--- config.mk ---
export PLATFORM = sky130hd
export DESIGN_NAME = filled_circle_span_generator_top_flat
export DESIGN_NICKNAME = d
export VERILOG_FILES = /design/src/rtl/fcsg_pkg.sv /design/src/rtl/fcsg_in_if.sv /design/src/rtl/fcsg_out_if.sv /design/src/rtl/fcsg_cfg.sv /design/src/rtl/fcsg_ctrl.sv /design/src/rtl/fcsg_dp.sv /design/src/rtl/filled_circle_span_generator_top.sv /design/src/flat_wrapper.sv
export SDC_FILE = /design/constraint.sdc
export NUM_CORES = 1
export LEC_CHECK = 0
export BUFFER_PORTS_ARGS = -buffer_cell sky130_fd_sc_hd__clkbuf_2
export CORE_AREA = 10 10 164 166
export DETAILED_ROUTE_END_ITERATION = 8
export DIE_AREA = 0 0 174 176
export PLACE_DENSITY = 0.73
export RECOVER_POWER = 50
export SLEW_MARGIN = 20
export SYNTH_ARGS = -nofsm -noshare
export SYNTH_HDL_FRONTEND = slang
export SYNTH_SLANG_ARGS = --single-unit
--- constraint.sdc ---
create_clock -name i_clk -period 9.55 [get_ports i_clk]
set_clock_uncertainty 0.1 [all_clocks]
set_input_delay 1.91 -clock i_clk [delete_from_list [all_inputs] [get_ports i_clk]]
set_output_delay 1.91 -clock i_clk [all_outputs]
set_load 0.1 [all_outputs]
--- src/rtl/fcsg_pkg.sv ---
// Package for the filled circle span generator: widths, word types, register
// indexes and the command/status structs between controller and datapath.
// No dependencies.
`default_nettype none

package fcsg_pkg;

    localparam int COORD_BITS   = 11;          // clip registers and span fields
    localparam int CENTRE_BITS  = 13;          // signed centre coordinates
    localparam int RAD_BITS     = 5;           // radius field
    localparam int WALK_BITS    = 7;           // x in 0..32, y in -1..31, signed
    localparam int SUM_BITS     = 14;          // centre +/- offset, signed
    localparam int DEC_BITS     = 12;          // midpoint decision term, signed
    localparam int CNT_BITS     = 6;           // spans issued so far
    localparam int CFG_IDX_BITS = 2;
    localparam int MAX_SPANS    = 63;

    // room checks: a pair fits while n <= MAX-2, a single while n <= MAX-1
    localparam logic [CNT_BITS-1:0] CNT_PAIR_MAX = CNT_BITS'(MAX_SPANS - 2);
    localparam logic [CNT_BITS-1:0] CNT_ONE_MAX  = CNT_BITS'(MAX_SPANS - 1);

    typedef logic [COORD_BITS-1:0]         t_coord;
    typedef logic signed [CENTRE_BITS-1:0] t_centre;
    typedef logic [RAD_BITS-1:0]           t_radius;

    localparam t_coord COORD_MAX = '1;

    typedef enum logic [CFG_IDX_BITS-1:0] {
        REG_CLIP_LEFT   = 2'd0,
        REG_CLIP_RIGHT  = 2'd1,
        REG_CLIP_TOP    = 2'd2,
        REG_CLIP_BOTTOM = 2'd3
    } t_reg_idx;

    typedef struct packed {
        t_coord left;
        t_coord right;
        t_coord top;
        t_coord bottom;
    } t_clip;

    // clipped span, before the last-span mark is known
    typedef struct packed {
        t_coord row;
        t_coord col_lo;
        t_coord col_hi;
        logic   vis;
    } t_span;

    typedef struct packed {
        logic load;       // take a new circle, reset the walk
        logic emit;       // build a span from the current x/y
        logic use_mid;    // middle row (cy+-x, half width y) instead of cap
        logic neg;        // row below centre (cy - offset)
        logic set_prev;   // remember y as the last cap row pair
        logic adv;        // step the midpoint walk
        logic flush;      // push the held span out as the last one
    } t_cmd;

    typedef struct packed {
        logic cap_due;    // y changed since the last cap pair and room left
        logic mid_due;    // x != y
        logic x_pos;      // x > 0
        logic pair_room;
        logic one_room;
        logic walk_end;   // x > y
        logic gen_ok;     // a new span can be taken in
        logic out_free;   // output register free this cycle
    } t_stat;

endpackage

`default_nettype wire

--- src/rtl/fcsg_in_if.sv ---
// Input channel: circle centre and radius with valid/ready.
// Depends on fcsg_pkg.
`default_nettype none

interface fcsg_in_if import fcsg_pkg::*; ();
    logic    valid;
    logic    ready;
    t_centre center_x;
    t_centre center_y;
    t_radius radius;

    modport source (output valid, output center_x, output center_y, output radius,
                    input ready);
    modport sink   (input valid, input center_x, input center_y, input radius,
                    output ready);
endinterface

`default_nettype wire

--- src/rtl/fcsg_out_if.sv ---
// Output channel: one clipped span per word with valid/ready.
// Depends on fcsg_pkg.
`default_nettype none

interface fcsg_out_if import fcsg_pkg::*; ();
    logic   valid;
    logic   ready;
    t_coord span_row;
    t_coord span_start;
    t_coord span_end;
    logic   visible;
    logic   last_span;

    modport source (output valid, output span_row, output span_start, output span_end,
                    output visible, output last_span, input ready);
    modport sink   (input valid, input span_row, input span_start, input span_end,
                    input visible, input last_span, output ready);
endinterface

`default_nettype wire

--- src/rtl/fcsg_cfg.sv ---
// Clip rectangle registers and their write decode.
// Depends on fcsg_pkg.
`default_nettype none

module fcsg_cfg import fcsg_pkg::*; (
    input  logic                    i_clk,
    input  logic                    i_rst_n,
    input  logic                    i_we,
    input  logic [CFG_IDX_BITS-1:0] i_idx,
    input  t_coord                  i_data,
    output t_clip                   o_clip
);

    t_clip r_clip;

    always_ff @(posedge i_clk) begin
        if (!i_rst_n) begin
            r_clip.left   <= '0;
            r_clip.right  <= COORD_MAX;
            r_clip.top    <= '0;
            r_clip.bottom <= COORD_MAX;
        end else if (i_we) begin
            case (t_reg_idx'(i_idx))
                REG_CLIP_LEFT:   r_clip.left   <= i_data;
                REG_CLIP_RIGHT:  r_clip.right  <= i_data;
                REG_CLIP_TOP:    r_clip.top    <= i_data;
                REG_CLIP_BOTTOM: r_clip.bottom <= i_data;
                default: ;
            endcase
        end
    end

    assign o_clip = r_clip;

endmodule

`default_nettype wire

--- src/rtl/fcsg_ctrl.sv ---
// Controller: sequences the four span slots of each walk step and the flush.
// Depends on fcsg_pkg.
`default_nettype none

module fcsg_ctrl import fcsg_pkg::*; (
    input  logic  i_clk,
    input  logic  i_rst_n,
    input  logic  i_in_valid,
    output logic  o_in_ready,
    input  t_stat i_stat,
    output t_cmd  o_cmd
);

    typedef enum logic [1:0] {S_IDLE, S_WALK, S_FLUSH} t_state;
    typedef enum logic [1:0] {PH_CAP_P, PH_CAP_M, PH_MID_P, PH_MID_M} t_phase;

    t_state r_state, n_state;
    t_phase r_ph, n_ph;
    t_cmd   cmd;

    always_comb begin
        n_state = r_state;
        n_ph    = r_ph;
        cmd     = '0;
        case (r_state)
            S_IDLE: begin
                if (i_in_valid) begin
                    cmd.load = 1'b1;
                    n_state  = S_WALK;
                    n_ph     = PH_CAP_P;
                end
            end
            S_WALK: begin
                if (i_stat.gen_ok) begin
                    case (r_ph)
                        PH_CAP_P: begin
                            if (i_stat.walk_end) begin
                                n_state = S_FLUSH;
                            end else if (i_stat.cap_due) begin
                                cmd.emit = 1'b1;
                                n_ph     = PH_CAP_M;
                            end else begin
                                n_ph = PH_MID_P;  // middle handled in this same cycle
                            end
                        end
                        PH_CAP_M: begin
                            cmd.emit     = 1'b1;
                            cmd.neg      = 1'b1;
                            cmd.set_prev = 1'b1;
                            n_ph         = PH_MID_P;
                        end
                        PH_MID_M: begin
                            cmd.emit    = 1'b1;
                            cmd.use_mid = 1'b1;
                            cmd.neg     = 1'b1;
                            cmd.adv     = 1'b1;
                            n_ph        = PH_CAP_P;
                        end
                        default: ;
                    endcase
                    // middle rows: from PH_MID_P, or straight on when no cap is due
                    if (r_ph == PH_MID_P ||
                        (r_ph == PH_CAP_P && !i_stat.walk_end && !i_stat.cap_due)) begin
                        if (i_stat.mid_due && i_stat.x_pos && i_stat.pair_room) begin
                            cmd.emit    = 1'b1;
                            cmd.use_mid = 1'b1;
                            n_ph        = PH_MID_M;
                        end else begin
                            // centre row goes out once, x = 0 makes it cy + x
                            if (i_stat.mid_due && !i_stat.x_pos && i_stat.one_room) begin
                                cmd.emit    = 1'b1;
                                cmd.use_mid = 1'b1;
                            end
                            cmd.adv = 1'b1;
                            n_ph    = PH_CAP_P;
                        end
                    end
                end
            end
            S_FLUSH: begin
                if (i_stat.out_free) begin
                    cmd.flush = 1'b1;
                    n_state   = S_IDLE;
                end
            end
            default: n_state = S_IDLE;
        endcase
    end

    always_ff @(posedge i_clk) begin
        if (!i_rst_n) begin
            r_state <= S_IDLE;
            r_ph    <= PH_CAP_P;
        end else begin
            r_state <= n_state;
            r_ph    <= n_ph;
        end
    end

    assign o_in_ready = (r_state == S_IDLE);
    assign o_cmd      = cmd;

endmodule

`default_nettype wire

--- src/rtl/fcsg_dp.sv ---
// Datapath: midpoint walk registers, span clipper, held span and output register.
// Depends on fcsg_pkg.
`default_nettype none

module fcsg_dp import fcsg_pkg::*; (
    input  logic    i_clk,
    input  logic    i_rst_n,
    input  t_cmd    i_cmd,
    output t_stat   o_stat,
    input  t_clip   i_clip,
    input  t_centre i_center_x,
    input  t_centre i_center_y,
    input  t_radius i_radius,
    input  logic    i_out_ready,
    output logic    o_out_valid,
    output t_coord  o_span_row,
    output t_coord  o_span_start,
    output t_coord  o_span_end,
    output logic    o_visible,
    output logic    o_last_span
);

    localparam logic signed [DEC_BITS-1:0] DEC_INIT     = DEC_BITS'(3);
    localparam logic signed [DEC_BITS-1:0] DEC_STEP_Y   = DEC_BITS'(14);
    localparam logic signed [DEC_BITS-1:0] DEC_STEP_X   = DEC_BITS'(6);
    localparam logic signed [WALK_BITS-1:0] WALK_ONE    = WALK_BITS'(1);
    localparam logic signed [WALK_BITS-1:0] PREV_NONE   = '1;   // -1

    t_centre                     r_cx, r_cy;
    logic signed [WALK_BITS-1:0] r_x, r_y, r_prev_y;
    logic signed [DEC_BITS-1:0]  r_dec;
    logic [CNT_BITS-1:0]         r_n;
    t_span                       r_pend;
    logic                        r_pend_v;
    t_span                       r_out;
    logic                        r_out_last;
    logic                        r_out_v;

    logic signed [DEC_BITS-1:0]  rad_d, x_d, y_d, dec_init, dec_nx;
    logic                        dec_ge;
    logic signed [WALK_BITS-1:0] a_off, b_off;
    logic signed [SUM_BITS-1:0]  row_s, xa_s, xb_s, cs, ce;
    logic signed [SUM_BITS-1:0]  c_l, c_r, c_t, c_b;
    logic                        rej;
    logic                        out_take, out_free;
    t_span                       span_nx;

    // walk arithmetic
    always_comb begin
        rad_d    = DEC_BITS'(i_radius);
        x_d      = DEC_BITS'(r_x);
        y_d      = DEC_BITS'(r_y);
        dec_init = DEC_INIT - (rad_d <<< 1);
        dec_ge   = !r_dec[DEC_BITS-1];
        if (dec_ge) begin
            dec_nx = r_dec + ((x_d - y_d) <<< 2) + DEC_STEP_Y;
        end else begin
            dec_nx = r_dec + (x_d <<< 2) + DEC_STEP_X;
        end
    end

    // span build and clip
    always_comb begin
        a_off = i_cmd.use_mid ? r_x : r_y;
        b_off = i_cmd.use_mid ? r_y : r_x;
        c_l   = SUM_BITS'(i_clip.left);
        c_r   = SUM_BITS'(i_clip.right);
        c_t   = SUM_BITS'(i_clip.top);
        c_b   = SUM_BITS'(i_clip.bottom);
        if (i_cmd.neg) begin
            row_s = SUM_BITS'(r_cy) - SUM_BITS'(a_off);
        end else begin
            row_s = SUM_BITS'(r_cy) + SUM_BITS'(a_off);
        end
        xa_s = SUM_BITS'(r_cx) - SUM_BITS'(b_off);
        xb_s = SUM_BITS'(r_cx) + SUM_BITS'(b_off);
        cs   = (xa_s < c_l) ? c_l : xa_s;
        ce   = (xb_s > c_r) ? c_r : xb_s;
        rej  = (row_s < c_t) || (row_s > c_b) || (xa_s > c_r) || (xb_s < c_l) || (cs > ce);
        span_nx = '0;
        if (!rej) begin
            span_nx.row    = row_s[COORD_BITS-1:0];
            span_nx.col_lo = cs[COORD_BITS-1:0];
            span_nx.col_hi = ce[COORD_BITS-1:0];
            span_nx.vis    = 1'b1;
        end
    end

    assign out_take = r_out_v && i_out_ready;
    assign out_free = !r_out_v || i_out_ready;

    always_comb begin
        o_stat.pair_room = (r_n <= CNT_PAIR_MAX);
        o_stat.one_room  = (r_n <= CNT_ONE_MAX);
        o_stat.cap_due   = (r_prev_y != r_y) && o_stat.pair_room;
        o_stat.mid_due   = (r_x != r_y);
        o_stat.x_pos     = (r_x != '0);
        o_stat.walk_end  = (r_x > r_y);
        o_stat.out_free  = out_free;
        o_stat.gen_ok    = !r_pend_v || out_free;
    end

    // walk state, loaded on each new circle
    always_ff @(posedge i_clk) begin
        if (i_cmd.load) begin
            r_cx     <= i_center_x;
            r_cy     <= i_center_y;
            r_x      <= '0;
            r_y      <= WALK_BITS'(i_radius);
            r_dec    <= dec_init;
            r_prev_y <= PREV_NONE;
            r_n      <= '0;
        end else begin
            if (i_cmd.adv) begin
                r_x   <= r_x + WALK_ONE;
                r_dec <= dec_nx;
                if (dec_ge) begin
                    r_y <= r_y - WALK_ONE;
                end
            end
            if (i_cmd.set_prev) begin
                r_prev_y <= r_y;
            end
            if (i_cmd.emit) begin
                r_n <= r_n + CNT_BITS'(1);
            end
        end
    end

    // one span held back so the final one can be marked at flush
    always_ff @(posedge i_clk) begin
        if (!i_rst_n) begin
            r_pend_v <= 1'b0;
            r_out_v  <= 1'b0;
        end else if (i_cmd.emit) begin
            r_pend_v <= 1'b1;
            if (r_pend_v) begin
                r_out_v <= 1'b1;
            end else if (out_take) begin
                r_out_v <= 1'b0;
            end
        end else if (i_cmd.flush) begin
            r_pend_v <= 1'b0;
            r_out_v  <= 1'b1;
        end else if (out_take) begin
            r_out_v <= 1'b0;
        end
    end

    always_ff @(posedge i_clk) begin
        if (i_cmd.emit) begin
            r_pend <= span_nx;
            if (r_pend_v) begin
                r_out      <= r_pend;
                r_out_last <= 1'b0;
            end
        end else if (i_cmd.flush) begin
            r_out      <= r_pend;
            r_out_last <= 1'b1;
        end
    end

    assign o_out_valid  = r_out_v;
    assign o_span_row   = r_out.row;
    assign o_span_start = r_out.col_lo;
    assign o_span_end   = r_out.col_hi;
    assign o_visible    = r_out.vis;
    assign o_last_span  = r_out_last;

endmodule

`default_nettype wire

--- src/rtl/filled_circle_span_generator_top.sv ---
// Top level of the filled circle span generator.
// Depends on fcsg_pkg, fcsg_in_if, fcsg_out_if, fcsg_cfg, fcsg_ctrl, fcsg_dp.
//
//  channel | dir | handshake      | word
//  --------+-----+----------------+-----------------------------------------------
//  i_in    | in  | valid/ready    | center_x, center_y (13b signed), radius (5b)
//  o_out   | out | valid/ready    | span_row, span_start, span_end, visible, last
//  i_cfg_* | in  | write enable   | 2b register index, 11b clip value
//
// Sequence: one load, then the spans (at most 2r+1, two at radius 0), a step of
// its own for a walk step whose cap pair has no middle row beside it, one
// end-of-walk check and one flush. The single clip unit, one span a cycle while
// the output is not stalled, sets the pace.
// Reset: synchronous, active low; clip rectangle returns to 0..2047 both ways.
// Stalls: an output register and one held span sit behind the clipper; the walk
// pauses while both are full. A new circle is taken while the last word waits.
`default_nettype none

module filled_circle_span_generator_top import fcsg_pkg::*; (
    input  logic                    i_clk,
    input  logic                    i_rst_n,
    fcsg_in_if.sink                 i_in,
    fcsg_out_if.source              o_out,
    input  logic                    i_cfg_we,
    input  logic [CFG_IDX_BITS-1:0] i_cfg_idx,
    input  t_coord                  i_cfg_data
);

    t_clip clip;
    t_cmd  cmd;
    t_stat stat;
    logic  in_ready;

    // clip rectangle, to be written only while idle; the user's duty, not checked
    fcsg_cfg u_cfg (
        .i_clk   (i_clk),
        .i_rst_n (i_rst_n),
        .i_we    (i_cfg_we),
        .i_idx   (i_cfg_idx),
        .i_data  (i_cfg_data),
        .o_clip  (clip)
    );

    // sequencer: cap pair, middle pair (or centre row), then walk step
    fcsg_ctrl u_ctrl (
        .i_clk      (i_clk),
        .i_rst_n    (i_rst_n),
        .i_in_valid (i_in.valid),
        .o_in_ready (in_ready),
        .i_stat     (stat),
        .o_cmd      (cmd)
    );

    // walk registers, clipper and output staging
    fcsg_dp u_dp (
        .i_clk        (i_clk),
        .i_rst_n      (i_rst_n),
        .i_cmd        (cmd),
        .o_stat       (stat),
        .i_clip       (clip),
        .i_center_x   (i_in.center_x),
        .i_center_y   (i_in.center_y),
        .i_radius     (i_in.radius),
        .i_out_ready  (o_out.ready),
        .o_out_valid  (o_out.valid),
        .o_span_row   (o_out.span_row),
        .o_span_start (o_out.span_start),
        .o_span_end   (o_out.span_end),
        .o_visible    (o_out.visible),
        .o_last_span  (o_out.last_span)
    );

    assign i_in.ready = in_ready;

endmodule

`default_nettype wire

--- src/flat_wrapper.sv ---
// flat-port wrapper written by rule: the top's interface ports become plain ports
module filled_circle_span_generator_top_flat import fcsg_pkg::*;
  (i_clk, i_rst_n, i_cfg_we, i_cfg_idx, i_cfg_data, i_in_valid, i_in_center_x, i_in_center_y, i_in_radius, i_in_ready, o_out_valid, o_out_span_row, o_out_span_start, o_out_span_end, o_out_visible, o_out_last_span, o_out_ready);
  fcsg_in_if i_in_i ();
  fcsg_out_if o_out_i ();
  input  logic i_clk;
  input  logic i_rst_n;
  input  logic i_cfg_we;
  input  logic [CFG_IDX_BITS-1:0] i_cfg_idx;
  input  t_coord i_cfg_data;
  input wire logic [$bits(i_in_i.valid)-1:0] i_in_valid;
  input wire logic [$bits(i_in_i.center_x)-1:0] i_in_center_x;
  input wire logic [$bits(i_in_i.center_y)-1:0] i_in_center_y;
  input wire logic [$bits(i_in_i.radius)-1:0] i_in_radius;
  output wire logic [$bits(i_in_i.ready)-1:0] i_in_ready;
  output wire logic [$bits(o_out_i.valid)-1:0] o_out_valid;
  output wire logic [$bits(o_out_i.span_row)-1:0] o_out_span_row;
  output wire logic [$bits(o_out_i.span_start)-1:0] o_out_span_start;
  output wire logic [$bits(o_out_i.span_end)-1:0] o_out_span_end;
  output wire logic [$bits(o_out_i.visible)-1:0] o_out_visible;
  output wire logic [$bits(o_out_i.last_span)-1:0] o_out_last_span;
  input wire logic [$bits(o_out_i.ready)-1:0] o_out_ready;
  assign i_in_i.valid = i_in_valid;
  assign i_in_i.center_x = i_in_center_x;
  assign i_in_i.center_y = i_in_center_y;
  assign i_in_i.radius = i_in_radius;
  assign i_in_ready = i_in_i.ready;
  assign o_out_valid = o_out_i.valid;
  assign o_out_span_row = o_out_i.span_row;
  assign o_out_span_start = o_out_i.span_start;
  assign o_out_span_end = o_out_i.span_end;
  assign o_out_visible = o_out_i.visible;
  assign o_out_last_span = o_out_i.last_span;
  assign o_out_i.ready = o_out_ready;
  filled_circle_span_generator_top u_core (.i_clk(i_clk), .i_rst_n(i_rst_n), .i_in(i_in_i), .o_out(o_out_i), .i_cfg_we(i_cfg_we), .i_cfg_idx(i_cfg_idx), .i_cfg_data(i_cfg_data));
endmodule
### Word-level counts from Yosys, hierarchy flattened

Index checks and enable logic that the tools add are counted.
W data, S select, Z words.

* magnitude comparators: 10
* reduce and logical (&&, ||, !) cells: 37
* div/mod/pow operators: 0
* add/sub/neg operators: 13
* multiply operators: 0
* equality and inequality tests: 19
* shift-type cells: 0
* mux-type cells: 55
* bitwise logic cells: 1

Operators with widths (count)
* $mux W34: 3
* $gt A14 B12 Y1: 3
* $lt A14 B12 Y1: 3
* $mux W14: 3
* $mux W12: 3
* $add A13 B7 Y14: 2
* $mux W2: 14
* $sub A13 B7 Y14: 2
* $mux W5: 5
* $mux W1: 21
* $gt A14 B14 Y1: 1
* $mux W7: 2
* $ne A7 B7 Y1: 2
* $reduce_and A2 Y1: 7
* $add A12 B10 Y12: 1
* $add A12 B4 Y12 const B: 1
* $add A12 B5 Y12 const B: 1
* $add A12 B9 Y12: 1
* $le A6 B6 Y1 const B: 2
* $pmux W2 S3: 2
* $eq A2 B2 Y1 const B: 5
* $ne A2 B2 Y1 const B: 5
* $reduce_and A5 Y1: 2
* $logic_and A1 B1 Y1: 8
* other kinds (19): 36

* register bits: 184
* bits in read-only memories: 0
* output and inout bits: 37
* bits in latches: 0
* bits in writable memories: 0
* logic and storage cells: 160
* memories: 0

### Logic depth before layout (Yosys ltp)

Gate-level depths: netlist of the first run.

* depth in word-level cells: 19
* mapped depth: 41

### Cells and area by module

Synthesis of the first run repeated with hierarchy kept, for this count alone.

* cells, all modules: 1275
* area, all modules: 12838.6 um^2

By module, submodules not included
* fcsg_dp: times used 1, area each 10767.8 um^2, cells an instance 1062
* fcsg_cfg: times used 1, area each 1741.7 um^2, cells an instance 169
* fcsg_ctrl: times used 1, area each 329.1 um^2, cells an instance 44

### Least setup slack after synthesis of the first run

Ideal clock, no wire load.

* path kind: input -> register
* start point: in o_out_ready
* end point: reg u_core.u_dp.r_pend[0] (netlist name) (data pin)
* slack: 993 ps
* arrival: 8197 ps
* required time: 9189 ps
* stages on the path: 34
* setup time: 261 ps
* path buffers: 5
* cell sequence: nand3b_1 nand2_1 nor2_1 a32o_2 and2_1 buf_2 buf_2 mux2_2 ha_1 buf_2 or3_1 o221ai_1 nor2_1 nor2_1 o21bai_1 a32oi_1 ha_1 a21oi_1 a21oi_1 a211o_1 a211oi_1 ha_1 clkbuf_1 mux2_2 ha_1 a21o_1 a21oi_1 o21ai_0 a21oi_1 mux2i_1 o221a_2 o2111ai_2 buf_2 nor2_1

RTL lines
* start: declaration: RTL line flat_wrapper.sv:22 `input wire logic [$bits(o_out_i.ready)-1:0] o_out_ready;`
* end signal: assignment: RTL line fcsg_dp.sv:152 `r_pend <= span_nx;`
* end: declaration: RTL line fcsg_dp.sv:33 `t_span r_pend;`

### Final worst setup path of the first run

* start point: in o_out_ready
* end point: reg u_core.u_dp.r_pend[25] (netlist name) (data pin)

* elaborated cells on any way between the ends: 24

RTL lines
* $logic_or A1 B1 Y1 *: RTL line fcsg_dp.sv:90 `assign out_free = !r_out_v || i_out_ready;`
* $logic_or A1 B1 Y1 *: RTL line fcsg_dp.sv:100 `o_stat.gen_ok = !r_pend_v || out_free;`
* $mux W5 *: RTL line fcsg_ctrl.sv:34 `if (i_stat.gen_ok) begin`
* $mux W5 *: RTL line fcsg_ctrl.sv:25 `case (r_state)`
* $mux W7 *: RTL line fcsg_dp.sv:65 `b_off = i_cmd.use_mid ? r_y : r_x;`
* $sub A13 B7 Y14 *: RTL line fcsg_dp.sv:75 `xa_s = SUM_BITS'(r_cx) - SUM_BITS'(b_off);`
* $lt A14 B12 Y1: RTL line fcsg_dp.sv:77 `cs = (xa_s < c_l) ? c_l : xa_s;`
* $mux W14 *: RTL line fcsg_dp.sv:77
* net u_core.u_dp.cs[7]: RTL line fcsg_dp.sv:42 `logic signed [SUM_BITS-1:0] row_s, xa_s, xb_s, cs, ce;`
* $gt A14 B14 Y1 *: RTL line fcsg_dp.sv:79 `rej = (row_s < c_t) || (row_s > c_b) || (xa_s > c_r) || (xb_s < c_l) || (cs > ce);`
* $logic_or A1 B1 Y1 *: RTL line fcsg_dp.sv:79

The timed path passes the listed nets; every way through them passes the cells marked *.
A chain may end at the register's enable or synchronous reset.

==> results of run 1 <==
## timing repair
item | 4_1_cts | 5_1_grt
setup buffers | 0 | 0
setup endpoints to repair | 0 | 1
gates resized for setup | 0 | 1
endpoints found under the hold margin | 0 | 0
## sequential cells by signal, indices dropped and copies added, names as in the netlist, 11 cells and up
register	count
u_core.u_cfg.o_clip	44
u_core.u_dp.r_dec	11
u_core.u_dp.o_span_end	11
u_core.u_dp.r_cy	13
u_core.u_dp.o_span_start	11
u_core.u_dp.r_cx	13
u_core.u_dp.r_pend	34
u_core.u_dp.o_span_row	11
## critical path, delay by kind of cell
| kind | cells | cell delay [ns] |
|---|---|---|
| AO/OA/AOI/OAI | 13 | 2.17 |
| buffers and inverters | 3 | 0.50 |
| AND/OR/NAND/NOR | 6 | 1.63 |
| XOR/XNOR | 1 | 0.41 |
| adder cells (fa/ha/maj) | 4 | 1.30 |
| multiplexers | 3 | 1.03 |
## logic make-up (layout without fill, tap and decap cells)
logic type	count (synthesis)	count (layout)	share of synthesized area, %
xor gates and xnor gates	75	75	5.12
adders and majority gates	179	179	17.8
AOI/OAI and AO/OA	305	305	15.7
and+or+nand+nor	383	383	16.1
muxes	41	41	3.27
buffers and inverters	154	238	4.84
DFF	183	183	37.2
## area by class of cell
type                    count  share of cell area [%]
clock buffers              19                    3.13
clock inverters            13                   0.963
inverters                 104                    2.76
multi-input cells         983                    52.8
flip-flops and latches    183                    33.7
well taps                 324                    2.86
repair buffers            102                    3.82
## power groups by stage
stage	registers, W	logic (W)	clock network, W
2_1_floorplan	0.000963	0.000477	0
3_3_place_gp	0.000932	0.000648	0
3_5_place_dp	0.000934	0.000662	0
4_1_cts	0.000916	0.000668	0.000710
5_1_grt	0.000922	0.000752	0.000740
6_report	0.000917	0.000669	0.000699
## per-stage QoR
step	setup slack (ns)	utilization, %	hold slack, ns	total power (W)	instances
2_1_floorplan	0.993	-	0.300	0.00144	1320
3_3_place_gp	0.431	57.1	0.301	0.00158	1696
3_5_place_dp	0.165	57.1	0.305	0.00160	1696
4_1_cts	0.628	59.6	0.323	0.00229	1728
5_1_grt	0.130	59.5	0.331	0.00241	1728
6_report	0.701	59.5	0.320	0.00228	1728
## layer usage
| layer | global-route usage, % | vias to the layer above |
|---|---|---|
| li1 | - | 4896 |
| met1 | 25.7 | 4630 |
| met2 | 31.6 | 263 |
| met3 | 2.95 | 46 |
| met4 | 7.55 | 0 |
| met5 | 0 | - |
## worst max path at each step
| stage | from | end | depth (start not counted) |
|---|---|---|---|
| finish | o_out_ready | u_core.u_dp.r_pend[25]$_SDFFCE_PP0P_ | 30 |
| global route | o_out_ready | u_core.u_dp.r_pend[20]$_SDFFCE_PP0P_ | 31 |
| CTS | o_out_ready | u_core.u_dp.r_pend[25]$_SDFFCE_PP0P_ | 30 |
| detailed placement | o_out_ready | u_core.u_dp.r_pend[20]$_SDFFCE_PP0P_ | 30 |
| global placement | o_out_ready | u_core.u_dp.r_pend[19]$_SDFFCE_PP0P_ | 30 |
| floorplan | o_out_ready | u_core.u_dp.r_pend[0]$_DFFE_PP_ | 34 |
## placed cells by master, fill, tap and decap left out, types with 29 or more instances in the layout
cell type,count
o21ai_0,49
a21oi_1,91
nand2_1,107
edfxtp_1,111
inv_1,102
xnor2_1,39
mux2i_1,33
clkbuf_2,72
ha_1,172
o211ai_1,29
dfxtp_1,72
nor2_1,101
xor2_1,36
==> results.json, run 1 <==
{
  "status": "finished with violations",
  "violations": "capacitance limit, slew limit",
  "start_util_pct": 53.9,
  "cp_common_cell": "a21oi_1",
  "met1_length_mm": 13.7,
  "vias": 9835,
  "route.met2.wl_mm": 13.9,
  "drt_first_pass_iters": 7,
  "cp_data_arrival_time_ns": 9.00,
  "finalHoldViolCount": 0,
  "postRouteWirelength_mm": 29.9,
  "dieArea_mm2": 0.0306,
  "place_area_mm2": 0.0136,
  "cap_violations": 2,
  "fp-row-count": 57,
  "hold_depth": 0,
  "via_per_inst": 5.69,
  "multi_input_area_mm2": 0.00748,
  "async_flop_share_pct": 0,
  "cp_max_fo": 34,
  "slew_headroom_pct": -87.3,
  "postCtsHoldBufs": 0,
  "synth_area_leaders": "edfxtp_1 (26%), ha_1 (17%), dfxtp_1 (11%)",
  "drtIter0Drc": 616,
  "worstMarginPinSlew_ns": 2.81,
  "intPower_w": 0.00151,
  "start_kind": "input port",
  "ir_worst_vdd_mv": 0.113,
  "root_buffer": "clkbuf_16",
  "rsz0062_at_grt": "false",
  "synthFlopType": "edfxtp_1",
  "power_density_mw_per_mm2": 161,
  "routabilityCongestion": 0.952,
  "pwr-share-comb_pct": 29.3,
  "synth-seq-area-share_pct": 37.2,
  "synth_most_common_cell": "ha_1",
  "highest_layer": "met4",
  "register_area_mm2": 0.00477,
  "die_w_um": 174,
  "r2r_slack_ns": 0.77,
  "slowest_delay_ns": 0.42,
  "drc_errors": 0,
  "grt_overflow_total": 0,
  "cts_max_level": 4,
  "cts.sinks": 183,
  "wl_per_cell_um": 17.3,
  "path_clk_slew_ns": 0.07,
  "cts_buffers": 17,
  "setup_viol": 0,
  "area_growth_pct": 10.4,
  "power_leakage_nw": 6.02,
  "pin_count": 86,
  "power_switching_w": 0.000774,
  "synth_edf_count": 111,
  "ant_nets": 0,
  "power.sequential.fraction_pct": 40.1,
  "clk_latency_ns": 0.44,
  "syn_inst": 1320,
  "track_usage_pct": 19.5,
  "cts_tree": "done",
  "r2r-end": "u_core.u_dp.r_pend[25]$_SDFFCE_PP0P_",
  "grt_max_degree": 55,
  "die_y_um": 176,
  "yosysWarningCount": 0,
  "criticalPathCategory": "input port to register",
  "worstReg2RegStart": "u_core.u_dp.r_x[0]$_SDFFE_PP0P_",
  "layout-drive-gt1-share_pct": 12.5,
  "insertedDiodeCount": 0,
  "grt_antenna_before_repair": 0,
  "holdPathEnd": "u_core.u_dp.o_span_end[4]$_DFFE_PP_",
  "hpwlAfterDp_mm": 22.8,
  "fill_cells": 2077,
  "syn_area_mm2": 0.0128,
  "port_buffers": 85,
  "synth_top_cell_by_area": "edfxtp_1",
  "slew_violations": 106,
  "syn_nets": 1548,
  "end_kind": "register",
  "synth_cell_type_count": 77,
  "p_clk_share_pct": 30.6,
  "worstHoldPathType": "register to register",
  "wl_met3_mm": 1.43,
  "synth.avg_cell_area_um2": 9.73,
  "core_area_mm2": 0.0238,
  "grt_pass1_wl_mm": 48.9,
  "swShare_pct": 33.9,
  "synth-seq-cells": 183,
  "post-route-period-util_pct": 92.7,
  "cts.path.max_buffers": 2,
  "r2r_cells": 34,
  "cp_slowest_cell": "mux2_2",
  "design_area_mm2": 0.0142,
  "grt_pass1_vias": 9434,
  "max_freq_mhz": 113,
  "nets": 1619,
  "period_minus_slack_ns": 8.85,
  "hold_start": "u_core.u_dp.r_pend[5]$_SDFFCE_PP0P_",
  "netlist_top_cells_count": "ha_1 (173), edfxtp_1 (111), nand2_1 (107)",
  "synth_top_area_share_pct": 26.0,
  "required_ns": 9.70,
  "tns_ns": 0
}
(Power assumes the default switching activity.)
==> inputs of run 2 (changes only) <==
CORE_AREA = 10 10 172 174   (was 10 10 164 166)
DIE_AREA = 0 0 182 184   (was 0 0 174 176)
PLACE_DENSITY = 0.71   (was 0.73)
==> run 2 against run 1 <==
  * The run still ends with capacitance limit, slew limit left
  * Count of clock-buffer cells in the layout grew 2
  * Register-to-register slack lost 0.14 ns
  * Total power grew 1.3%
  * Highest routed layer unchanged
==> results.json, run 2 (synthesis results as in run 1) <==
{
  "r2r_cells": 34,
  "postRouteWirelength_mm": 31.1,
  "cts.sinks": 183,
  "setup_viol": 0,
  "r2r_slack_ns": 0.63,
  "place_area_mm2": 0.0136,
  "fp-row-count": 59,
  "cts_tree": "done",
  "power_density_mw_per_mm2": 163,
  "post-route-period-util_pct": 93.6,
  "start_kind": "input port",
  "power_w": 0.00231,
  "grt_antenna_before_repair": 0,
  "track_usage_pct": 18.3,
  "finalHoldViolCount": 0,
  "cp_common_cell": "a21oi_1",
  "cp_slowest_cell": "or3_1",
  "grt_max_degree": 55,
  "slew_headroom_pct": -85.7,
  "via_per_inst": 5.67,
  "design_area_mm2": 0.0142,
  "insertedDiodeCount": 0,
  "drc_errors": 0,
  "postCtsResizedCells": 0,
  "grt_pass1_wl_mm": 50.4,
  "end_kind": "register",
  "wl_per_cell_um": 17.9,
  "slowest_delay_ns": 0.40,
  "grt_overflow_total": 0,
  "hold_depth": 0,
  "routabilityCongestion": 0.937,
  "slew_violations": 106,
  "met1_length_mm": 14.3,
  "drt_first_pass_iters": 5,
  "r2r-end": "u_core.u_dp.r_pend[21]$_SDFFCE_PP0P_",
  "criticalPathCategory": "input port to register",
  "period_minus_slack_ns": 8.94,
  "die_y_um": 184,
  "ant_nets": 0,
  "port_buffers": 85,
  "hold_start": "u_core.u_dp.r_pend[21]$_SDFFCE_PP0P_",
  "tns_ns": 0,
  "core_area_mm2": 0.0259,
  "worstHoldPathType": "register to register",
  "mostFrequentLayoutCells": "ha_1 (172), edfxtp_1 (111), nand2_1 (107)",
  "layout-drive-gt1-share_pct": 12.1,
  "postCtsHoldBufs": 0,
  "cts_buffers": 17,
  "worstMarginPinSlew_ns": 2.79,
  "power_leakage_nw": 6.01,
  "worstReg2RegStart": "u_core.u_dp.r_x[0]$_SDFFE_PP0P_",
  "holdPathEnd": "u_core.u_dp.o_span_start[9]$_DFFE_PP_",
  "die_w_um": 182,
  "fin_ws_ns": 0.613,
  "cap_violations": 2,
  "hpwlAfterDp_mm": 23.9,
  "final_core_util_pct": 54.7,
  "cp_max_fo": 14,
  "post_cts_buffers": 0,
  "grt_pass1_vias": 9817,
  "violations": "capacitance limit, slew limit",
  "highest_layer": "met4",
  "final_common_cell": "ha_1",
  "nets": 1623,
  "max_freq_mhz": 112,
  "status": "finished with violations",
  "root_buffer": "clkbuf_16",
  "pin_count": 86,
  "path_clk_slew_ns": 0.08,
  "dieArea_mm2": 0.0335,
  "wl_met3_mm": 1.53,
  "cts_max_level": 4,
  "cp_data_arrival_time_ns": 9.09,
  "vias": 9889,
  "required_ns": 9.70,
  "start_util_pct": 49.5,
  "dp_slack_ns": 0.206,
  "largest_reg_flops": 44,
  "fill_cells": 2263,
  "area_growth_pct": 10.5,
  "ir_worst_vdd_mv": 0.0972,
  "route.met2.wl_mm": 14.0,
  "cts.path.max_buffers": 2,
  "clk_latency_ns": 0.44,
  "drtIter0Drc": 731
}
## run 2: where the power goes
part	internal (W)	switching, W
clock network	0.000381	0.000333
registers	0.000891	0.0000265
logic	0.000269	0.000413
## run 2: critical path, delay by kind of cell
family / cells / cell delay [ns]
AO/OA/AOI/OAI: 10 / 1.94
XOR/XNOR: 1 / 0.34
adder cells (fa/ha/maj): 4 / 1.26
buffers and inverters: 4 / 0.74
multiplexers: 3 / 0.91
AND/OR/NAND/NOR: 8 / 1.99
## run 2: stage by stage
step	hold slack [ns]	std cells
after floorplan	0.300	1320
after global placement	0.303	1711
after detailed placement	0.305	1711
after CTS	0.321	1743
after global routing	0.328	1743
final	0.314	1743
## run 2: how the worst max path moves through the flow
stage,from,endpoint,slack [ns],depth (start not counted)
final,o_out_ready,u_core.u_dp.r_pend[21]$_SDFFCE_PP0P_,0.61,30
after detailed placement,o_out_ready,u_core.u_dp.r_pend[21]$_SDFFCE_PP0P_,0.21,31
after floorplan,o_out_ready,u_core.u_dp.r_pend[0]$_DFFE_PP_,0.99,34
after global placement,o_out_ready,u_core.u_dp.r_pend[19]$_SDFFCE_PP0P_,0.40,31
after CTS,u_core.u_dp.r_x[0]$_SDFFE_PP0P_,u_core.u_dp.r_pend[21]$_SDFFCE_PP0P_,0.59,36
after global routing,o_out_ready,u_core.u_dp.r_pend[19]$_SDFFCE_PP0P_,-0.04,32
## run 2: per-layer routing
metal | track usage (%) | vias up
met5 | 0 | -
met4 | 8.43 | 0
met3 | 3.23 | 61
met2 | 29.5 | 234
met1 | 23.4 | 4688
li1 | - | 4906
## run 2: cell type report
| class | count | area [µm²] | area share, % |
|---|---|---|---|
| timing repair buffer | 106 | 547 | 3.85 |
| tap | 335 | 419 | 2.96 |
| multi-input combinational | 983 | 7480 | 52.7 |
| inverter | 104 | 390 | 2.75 |
| clock inverter | 11 | 111 | 0.785 |
| clock buffer | 21 | 462 | 3.26 |
| sequential | 183 | 4770 | 33.7 |
==> inputs of run 3 (changes only) <==
==> constraint.sdc (replaced) <==
create_clock -name i_clk -period 9.55 [get_ports i_clk]
set_clock_uncertainty 0.1 [all_clocks]
set_input_delay 0.4775 -clock i_clk [delete_from_list [all_inputs] [get_ports i_clk]]
set_output_delay 0.4775 -clock i_clk [all_outputs]
set_load 0.1 [all_outputs]
==> run 3 against run 2 <==
  * The run still ends with capacitance limit, slew limit left
  * Sequential cell count did not move
  * Final area fell by 0.33%
  * Final cell count fell by 0.11%
  * Maximum frequency rose by 0.66%
  * Combinational power fell by 0.7%
  * Non-clock buffer count fell by 2
  * Clock power fell by 4.6%
  * Critical path depth rose by 6
  * Sequential share of layout area rose by 0.11 points
  * Routed wire length fell by 0.15%
  * Worst hold slack got worse by 0.20 ns
  * Setup slack improved by 0.058 ns
==> results.json, run 3 (synthesis results as in run 1) <==
{
  "grt_antenna_before_repair": 0,
  "grt_use_met2_pct": 29.8,
  "cts.sinks": 183,
  "cts.path.max_buffers": 2,
  "start_util_pct": 49.5,
  "fp-row-count": 59,
  "power_leakage_nw": 5.93,
  "layout-drive-gt1-share_pct": 10.7,
  "swShare_pct": 34.2,
  "port_buffers": 85,
  "power.sequential.fraction_pct": 40.3,
  "cp_max_fo": 20,
  "ir_worst_vdd_mv": 0.0888,
  "start_kind": "register",
  "max_freq_mhz": 113,
  "die_y_um": 184,
  "cp_slowest_cell": "edfxtp_1",
  "slew_violations": 106,
  "postRouteWirelength_mm": 31.1,
  "routabilityCongestion": 0.931,
  "cpLargestDelayFamily": "compound AO/OA/AOI/OAI gates",
  "cts_max_level": 4,
  "power_density_mw_per_mm2": 161,
  "final_common_cell": "ha_1",
  "root_buffer": "clkbuf_16",
  "finalHoldViolCount": 0,
  "grt_pass1_vias": 9630,
  "cap_violations": 2,
  "die_w_um": 182,
  "violations": "capacitance limit, slew limit",
  "rsz0062_at_grt": "false",
  "end_kind": "register",
  "grt_overflow_total": 0,
  "power_switching_w": 0.000780,
  "post-route-period-util_pct": 93.0,
  "worstHoldPathType": "input port to register",
  "slowest_delay_ns": 0.52,
  "drt_first_pass_iters": 5,
  "worst-path-buf-inv": 3,
  "status": "finished with violations",
  "grt_util_met3_pct": 2.93,
  "grt_max_degree": 55,
  "core_area_mm2": 0.0259,
  "cts_tree": "done",
  "largest_reg_flops": 44,
  "track_usage_pct": 18.2,
  "worstMarginPinSlew_ns": 2.78,
  "p_clk_share_pct": 29.9,
  "setup_viol": 0,
  "drtIter0Drc": 664,
  "area_growth_pct": 10.1,
  "mostFrequentLayoutCells": "ha_1 (172), edfxtp_1 (111), nand2_1 (107)",
  "criticalPathCategory": "register to register",
  "slew_headroom_pct": -85.2,
  "vias": 9766,
  "wl_per_cell_um": 17.9,
  "via_per_inst": 5.61,
  "drc_errors": 0,
  "ant_nets": 0,
  "insertedDiodeCount": 0,
  "cp_data_arrival_time_ns": 9.03,
  "pwr-share-comb_pct": 29.7,
  "dieArea_mm2": 0.0335,
  "tns_ns": 0,
  "required_ns": 9.70,
  "intPower_w": 0.00150,
  "finalHoldWorstSlack_ns": 0.111,
  "clk_latency_ns": 0.44,
  "period_minus_slack_ns": 8.88,
  "pin_count": 86,
  "top_usage_layer": "met2",
  "nets": 1621,
  "grt_util_met1_pct": 23.9,
  "grt_pass1_wl_mm": 49.9,
  "hpwlAfterDp_mm": 24.1,
  "path_clk_slew_ns": 0.08,
  "cts_buffers": 17
}
## run 3: cell types whose count changed in the layout (fill, tap and decap cells not counted), sizes merged
cell      change
inv           +1
buf           -2
clkinvlp      +2
clkinv        +1
clkbuf        -3
bufinv        -1
## run 3: what timing repair did
item | CTS | global route
buffers inserted | 0 | 0
endpoints found under the setup margin | 0 | 26
resized for setup | 0 | 3
hold buffers | 0 | 0
## run 3: layout make-up
| type | instances | area [µm²] |
|---|---|---|
| Clock buffer | 18 | 429 |
| Tap cell | 335 | 419 |
| Sequential cell | 183 | 4770 |
| Timing Repair Buffer | 104 | 509 |
| Multi-Input combinational cell | 983 | 7490 |
| Fill cell | 2307 | 11800 |
| Clock inverter | 14 | 120 |
| Inverter | 104 | 390 |
## run 3: per-layer routing
metal  part of all wire (%)  vias up
li1                       -     4900
met1                     47     4607
met2                     46      223
met3                    4.7       36
met4                    2.3        0
met5                      0        -
## run 3: power groups by stage
stage / clock network (W) / registers (W) / logic [W]
3_5_place_dp: 0 / 0.000936 / 0.000670
4_1_cts: 0.000691 / 0.000918 / 0.000676
3_3_place_gp: 0 / 0.000934 / 0.000651
2_1_floorplan: 0 / 0.000963 / 0.000477
5_1_grt: 0.000722 / 0.000924 / 0.000760
6_report: 0.000682 / 0.000919 / 0.000677
## run 3: worst paths after layout
check | slack [ns] | end | cells after the start | from
max | 0.67 | u_core.u_dp.r_pend[19]$_SDFFCE_PP0P_ | 36 | u_core.u_dp.r_y[0]$_DFFE_PP_
min | 0.11 | u_core.u_dp.r_cy[10]$_DFFE_PP_ | 1 | i_in_center_y[10]
max reg2reg | 0.67 | u_core.u_dp.r_pend[19]$_SDFFCE_PP0P_ | 36 | u_core.u_dp.r_y[0]$_DFFE_PP_
min reg2reg | 0.32 | u_core.u_dp.o_span_end[2]$_DFFE_PP_ | 0 | u_core.u_dp.r_pend[3]$_SDFFCE_PP0P_
## run 3: stage by stage
step	power [W]	util [%]	cells	instance area, µm²	setup WS [ns]
after floorplan	0.00144	-	1320	12800	1.66
after global placement	0.00159	52.6	1709	13600	0.885
after detailed placement	0.00161	52.6	1709	13600	0.549
after CTS	0.00229	54.7	1741	14200	0.478
after global routing	0.00241	54.6	1741	14100	0.0365
final	0.00228	54.6	1741	14100	0.671
